--- config.mk ---
export PLATFORM = sky130hd
export DESIGN_NAME = pop_stat_div
export DESIGN_NICKNAME = d
export VERILOG_FILES = /design/src/hw/rtl/pop_stat_pkg.sv /design/src/hw/rtl/pop_stat_div.sv
export SDC_FILE = /design/constraint.sdc
export NUM_CORES = 1
export LEC_CHECK = 0
export ABC_AREA = 1
export BUFFER_PORTS_ARGS = -buffer_cell sky130_fd_sc_hd__buf_2
export CORE_MARGIN = 4
export CORE_UTILIZATION = 40
export CTS_BUF_LIST = sky130_fd_sc_hd__clkbuf_16
export CTS_CLUSTER_SIZE = 40
export DETAILED_ROUTE_END_ITERATION = 6
export GPL_ROUTABILITY_DRIVEN = 0
export HOLD_SLACK_MARGIN = 0.1
export PLACE_DENSITY = 0.68
export SYNTH_ARGS = -nofsm -noshare
export SYNTH_HDL_FRONTEND = slang
export SYNTH_SLANG_ARGS = --single-unit
export TNS_END_PERCENT = 10
--- constraint.sdc ---
create_clock -name clk_i -period 2.73 [get_ports clk_i]
set_clock_uncertainty 0.2 [all_clocks]
set_input_delay 0.819 -clock clk_i [delete_from_list [all_inputs] [get_ports clk_i]]
set_output_delay 0.819 -clock clk_i [all_outputs]
set_load 0.01 [all_outputs]
--- src/hw/rtl/pop_stat_pkg.sv ---
package pop_stat_pkg;

  localparam int unsigned SCORE_W   = 32;
  localparam int unsigned VAR_W     = 48;
  localparam int unsigned CNT_OUT_W = 11;

  localparam logic KIND_ADD   = 1'b0;
  localparam logic KIND_CLEAR = 1'b1;

  typedef struct packed {
    logic                      kind;
    logic signed [SCORE_W-1:0] score;
  } in_item_t;

  typedef struct packed {
    logic signed [SCORE_W-1:0] min_score;
    logic signed [SCORE_W-1:0] max_score;
    logic signed [SCORE_W-1:0] mean_score;
    logic [VAR_W-1:0]          variance_out;
    logic [CNT_OUT_W-1:0]      sample_count;
    logic                      dropped;
  } out_item_t;

  typedef enum logic [2:0] {
    ST_IDLE,
    ST_MEAN_GO,
    ST_MEAN_WAIT,
    ST_PASS_GO,
    ST_PASS_WAIT,
    ST_VAR_GO,
    ST_VAR_WAIT,
    ST_DONE
  } pop_state_e;

endpackage

--- src/hw/rtl/pop_stat_div.sv ---
module pop_stat_div #(
  parameter int unsigned DW = 74,
  parameter int unsigned CW = 11
) (
  input  logic          clk_i,
  input  logic          rst_ni,
  input  logic          start_i,
  input  logic [DW-1:0] dividend_i,
  input  logic [CW-1:0] divisor_i,
  output logic          done_o,
  output logic [DW-1:0] quotient_o
);
  import pop_stat_pkg::*;

  localparam int unsigned IW = $clog2(DW + 1);

  logic [DW-1:0] quo_q;
  logic [CW-1:0] rem_q;
  logic [CW-1:0] div_q;
  logic [IW-1:0] iter_q;
  logic          busy_q;
  logic          done_q;

  logic [CW:0]   trial;
  logic [CW:0]   diff;
  logic          ge;

  // one quotient bit per cycle, restoring
  assign trial = {rem_q, quo_q[DW-1]};
  assign diff  = trial - {1'b0, div_q};
  assign ge    = (trial >= {1'b0, div_q});

  always_ff @(posedge clk_i or negedge rst_ni) begin
    if (!rst_ni) begin
      busy_q <= 1'b0;
      done_q <= 1'b0;
      iter_q <= '0;
    end else begin
      done_q <= busy_q && (iter_q == IW'(1));
      if (start_i) begin
        busy_q <= 1'b1;
        iter_q <= IW'(DW);
      end else if (busy_q) begin
        iter_q <= iter_q - IW'(1);
        if (iter_q == IW'(1)) begin
          busy_q <= 1'b0;
        end
      end
    end
  end

  always_ff @(posedge clk_i) begin
    if (start_i) begin
      quo_q <= dividend_i;
      rem_q <= '0;
      div_q <= divisor_i;
    end else if (busy_q) begin
      quo_q <= {quo_q[DW-2:0], ge};
      rem_q <= ge ? diff[CW-1:0] : trial[CW-1:0];
    end
  end

  assign done_o     = done_q;
  assign quotient_o = quo_q;

`ifndef NO_ASSERTIONS
  a_start_idle: assert property (@(posedge clk_i) disable iff (!rst_ni)
    start_i |-> !busy_q)
    else $error("divider restarted while busy");
`endif

endmodule

==> results of run 1 <==
## worst max-delay path: stages (launching register included)
cell	delay (ns)
edfxtp_1	0.34
inv_1	0.06
ha_1	0.22
fa_1	0.41
inv_1	0.10
nand3_1	0.08
nand3_2	0.12
nand2_2	0.21
nand4_4	0.26
nand3_1	0.12
nand3_1	0.08
nand2_1	0.06
## final cells by class
cell class	count	area, um2
Inverter	55	210
Clock buffer	9	225
Timing Repair Buffer	170	886
Fill cell	1230	6160
Tap cell	172	215
Multi-Input combinational cell	406	1880
Antenna cell	1	2.50
Sequential cell	105	3000
Clock inverter	7	86.3
## synthesized netlist by cell type, types with 2 or more instances
library cell  number  area [um2]
buf_4              2        15.0
xnor2_1            2        17.5
o21ai_0            5        25.0
dfxtp_1           11         220
dfrtp_1            9         225
clkbuf_1          10        37.5
nand3_1           29         145
buf_2              4        20.0
nor2_2             2        12.5
inv_2              3        11.3
buf_1              5        18.8
nand3_2            6        60.1
inv_1             52         195
ha_1              13         163
nor2_1            15        56.3
nand4_1           14        87.6
nand2_2           13        81.3
edfxtp_1          85        2550
a21oi_1            7        35.0
nand2_1          290        1090
## power by group
part	leakage, uW	switching [uW]	internal, uW
registers	0.00112	133	1950
clock network	0.000150	639	731
logic	0.00212	923	571
## worst max-delay path by stage
stage	endpoint	slack (ns)	cells after the start
after floorplan	quotient_o[0]	-0.02	3
after global placement	quotient_o[0]	0.45	10
after detailed placement	quotient_o[0]	0.36	10
after CTS	quotient_o[0]	0.36	10
after global routing	quotient_o[0]	0.17	10
final	rem_q[5]	0.34	11
## per-stage QoR
step           area (um2)  hold WS (ns)  TNS (ns)  power (uW)  setup slack (ns)
2_1_floorplan        5220         0.238     -1.73        3250           -0.0234
3_3_place_gp         6180         0.259         0        3560             0.451
3_5_place_dp         6180         0.262         0        3600             0.361
4_1_cts              6500         0.273         0        4980             0.359
5_1_grt              6510         0.291         0        5270             0.175
6_report             6510         0.272         0        4950             0.339
## layer usage
layer,track usage,up-vias,part of all wire
met2,0.289,146,0.47
met4,0.0707,2,0.022
li1,-,2204,-
met5,0,-,0.0015
met1,0.230,2007,0.43
met3,0.0631,23,0.079
## flip-flops by register name, indices dropped and copies added, names as in the netlist
name,count
rem_q,11
quotient_o,74
iter_q,7
div_q,11
done_o,1
busy_q,1
## cell families after synthesis
logic type / share of synthesized area
xor+xnor: 0.00505
fa+ha+maj: 0.0351
compound gates: 0.0147
flops: 0.576
buf+inv: 0.0633
simple gates: 0.306
## timing repair
item	in CTS	in global routing
setup buffers	0	0
hold buffers	1	0
endpoints found under the hold margin	8	0
==> impl_metrics.json, run 1 <==
{
  "ir_drop_mv": 0.312,
  "clock_latency_ns": 0.36,
  "max-slew-margin-rel": 0.372,
  "clock_sinks": 105,
  "grt_pass1_vias": 4402,
  "place_hpwl_mm": 9.51,
  "final_cell_mix": "nand2_1 (290), buf_2 (162), edfxtp_1 (85), inv_1 (51), nand3_1 (29)",
  "fmax_mhz": 418,
  "synthArstFlopShare": 0.0857,
  "ioPinCount": 163,
  "vias": 4382,
  "hold_viol": 0,
  "min_from": "rem_q[10]",
  "cts_tree": "built",
  "antenna_found_initial": 2,
  "detail-route-antenna-nets": 0,
  "worst_pin_slew_ns": 0.939,
  "powerDensity_mw_per_mm2": 761,
  "min_to": "rem_q[10]",
  "utilization": 0.513,
  "finalWirelength_mm": 13.1,
  "criticalPathCategory": "register to register",
  "synth_cell_types": 32,
  "detail_route.wl_per_cell_um": 14.1,
  "synth_flop_cell": "edfxtp_1",
  "final_common_cell": "nand2_1",
  "r2r_cells": 11,
  "final_cells": 925,
  "clk_pin_slew_ns": 0.08,
  "status": "completed",
  "htreeDepth": 3,
  "maxCapViolCount": 0,
  "worstPathArrival_ns": 2.44,
  "die_height_um": 122,
  "reg2reg_setup_slack_ns": 0.34,
  "r2r_end": "rem_q[5]",
  "hold_path_class": "register to register",
  "clockBufferDepth": 2,
  "layout.nets": 849,
  "critPathCaptureType": "register",
  "cts_resized": 0,
  "reg2reg_from": "quotient_o[73]",
  "hold_path_depth": 2,
  "ys_ff_latch": 105,
  "setup_viol": 0,
  "area_delta_synth_final_pct": 25.1,
  "grt_usage": 0.182,
  "cts_buffers": 9,
  "syn_inst": 589,
  "grt_pass1_wl_mm": 21.2,
  "rsz0062_at_grt": "false",
  "vias_per_cell": 4.74,
  "numPortBuffers": 162,
  "ys.warnings.count": 0,
  "report.final.slew_viol_count": 0,
  "fp-row-count": 41,
  "timing.final.crit_period_ns": 2.39,
  "grt-ovfl-total": 0,
  "drcViolationCount": 0,
  "dieArea_mm2": 0.0149,
  "die_w_um": 122,
  "ys_seq_area_frac": 0.576,
  "crit_start": "quotient_o[73]",
  "initial_core_util": 0.411,
  "syn-num-nets": 691,
  "avgSynthCellArea_um2": 8.83,
  "crit_fanout": 12,
  "core_area_mm2": 0.0127,
  "leakage_uw": 0.00338,
  "cp.required_ns": 2.78,
  "grt_max_degree": 62,
  "start_kind": "register",
  "min_period_over_period": 0.876,
  "syn_area_mm2": 0.00520,
  "drive_gt1_frac": 0.286,
  "dr.pass1.iters": 5,
  "dp_cells": 907,
  "synth_edf_count": 85,
  "cts_root_buf": "clkbuf_16",
  "drtIter0Drc": 291
}
(Power assumes the default switching activity.)
==> inputs of run 2 (changes only) <==
Settings changed: CTS_BUF_LIST sky130_fd_sc_hd__clkbuf_16 to sky130_fd_sc_hd__clkbuf_2 sky130_fd_sc_hd__clkbuf_4 sky130_fd_sc_hd__clkbuf_8, PLACE_DENSITY 0.68 to 0.65.
Clock period 2.73 ns to 2.6 ns, I/O delays scaled along.
==> impl_metrics.json, run 2 (synthesized netlist as in run 1, its figures left out) <==
{
  "finalWirelength_mm": 12.9,
  "grt.busiest_layer": "met2",
  "cp.required_ns": 2.55,
  "largest_reg_flops": 74,
  "grt_pass1_vias": 4358,
  "vias": 4357,
  "drcViolationCount": 0,
  "ioPinCount": 163,
  "cts_root_buf": "clkbuf_8",
  "clockBufferDepth": 2,
  "report.final.slew_viol_count": 0,
  "min_period_over_period": 0.923,
  "critPathCaptureType": "register",
  "criticalPathCategory": "register to register",
  "drtIter0Drc": 247,
  "fp-row-count": 41,
  "detail-route-antenna-nets": 0,
  "cts_resized": 0,
  "status": "completed",
  "vias_per_cell": 4.71,
  "dpl_cell_area_mm2": 0.00622,
  "setup_viol": 0,
  "postCtsHoldBufs": 1,
  "dr.pass1.iters": 5,
  "fmax_mhz": 417,
  "n_fill_cell": 1211,
  "clock_latency_ns": 0.38,
  "grt_pass1_wl_mm": 20.7,
  "grt_usage": 0.178,
  "numPortBuffers": 162,
  "finalPower_uw": 4710,
  "grt-ovfl-total": 0,
  "core_area_mm2": 0.0127,
  "place_hpwl_mm": 9.62,
  "hold_ws_ns": 0.280,
  "timing.final.crit_period_ns": 2.40,
  "ir_drop_mv": 0.286,
  "leakage_uw": 0.00334,
  "dieArea_mm2": 0.0149,
  "crit_fanout": 12,
  "hold_viol": 0,
  "layout.nets": 851,
  "setup_tns_ns": 0,
  "clock_sinks": 105,
  "utilization": 0.506,
  "antennaDiodeCount": 0,
  "htreeDepth": 3,
  "rsz0062_at_grt": "false",
  "cts_setup_buffers": 0,
  "grt_use_met2": 0.286,
  "clk_pin_slew_ns": 0.11,
  "antenna_found_initial": 0,
  "grtUsageMet3": 0.0585,
  "die_w_um": 122,
  "start_kind": "register",
  "grt_max_degree": 40,
  "detail_route.wl_per_cell_um": 13.9,
  "hold_path_class": "register to register",
  "powerDensity_mw_per_mm2": 735,
  "final_cell_area_mm2": 0.00641,
  "cts_buffers": 9,
  "drive_gt1_frac": 0.286,
  "met1_usage": 0.222,
  "worstPathArrival_ns": 2.35,
  "max-slew-margin-rel": 0.400,
  "final_common_cell": "nand2_1",
  "cts_tree": "built",
  "final_cell_mix": "nand2_1 (290), buf_2 (162), edfxtp_1 (85), inv_1 (51), nand3_1 (29)",
  "initial_core_util": 0.411,
  "worst_pin_slew_ns": 0.897,
  "maxCapViolCount": 0,
  "die_height_um": 122,
  "area_delta_synth_final_pct": 23.2
}
## run 2: per-stage QoR
step | std cells | setup slack (ns)
6_report | 926 | 0.199
5_1_grt | 926 | 0.0488
4_1_cts | 926 | 0.219
3_5_place_dp | 909 | 0.229
3_3_place_gp | 909 | 0.310
2_1_floorplan | 589 | -0.114
## run 2: final timing paths
path | slack [ns] | start | to | cells after the start
setup / recovery | 0.20 | quotient_o[73] | quotient_o[0] | 10
max in group asynchronous | 1.42 | rst_ni | iter_q[2] | 2
setup reg to reg | 0.20 | quotient_o[73] | quotient_o[0] | 10
hold / removal | 0.28 | rem_q[10] | rem_q[10] | 2
hold reg to reg | 0.28 | rem_q[10] | rem_q[10] | 2
min in group asynchronous | 0.58 | rst_ni | iter_q[1] | 2
## run 2: critical path: stages, from the launching register on
cell      delay, ns
edfxtp_1       0.41
inv_1          0.09
ha_1           0.18
fa_1           0.21
inv_1          0.06
nand3_1        0.08
nand3_2        0.12
nand2_2        0.28
nand4_4        0.32
nand2_1        0.15
nand2_1        0.06
## run 2: per-layer routing
metal,vias up,part of all wire
li1,2201,-
met1,2003,0.43
met2,137,0.47
met3,16,0.084
met4,0,0.017
met5,-,0
## run 2: final cells by class
| cell class | count | area, um2 | share of cell area |
|---|---|---|---|
| Multi-Input combinational cell | 406 | 1880 | 0.294 |
| Tap cell | 172 | 215 | 0.0336 |
| Inverter | 55 | 210 | 0.0328 |
| Sequential cell | 105 | 3000 | 0.468 |
| Clock buffer | 9 | 124 | 0.0193 |
| Timing Repair Buffer | 172 | 926 | 0.144 |
| Clock inverter | 7 | 53.8 | 0.00839 |
## run 2: power by group
part           switching (uW)  total (uW)  internal, uW  leakage, uW
clock                     606         965           359    0.0000896
combinational             960        1560           601      0.00214
sequential                136        2180          2050      0.00112
total                    1700        4710          3010      0.00334
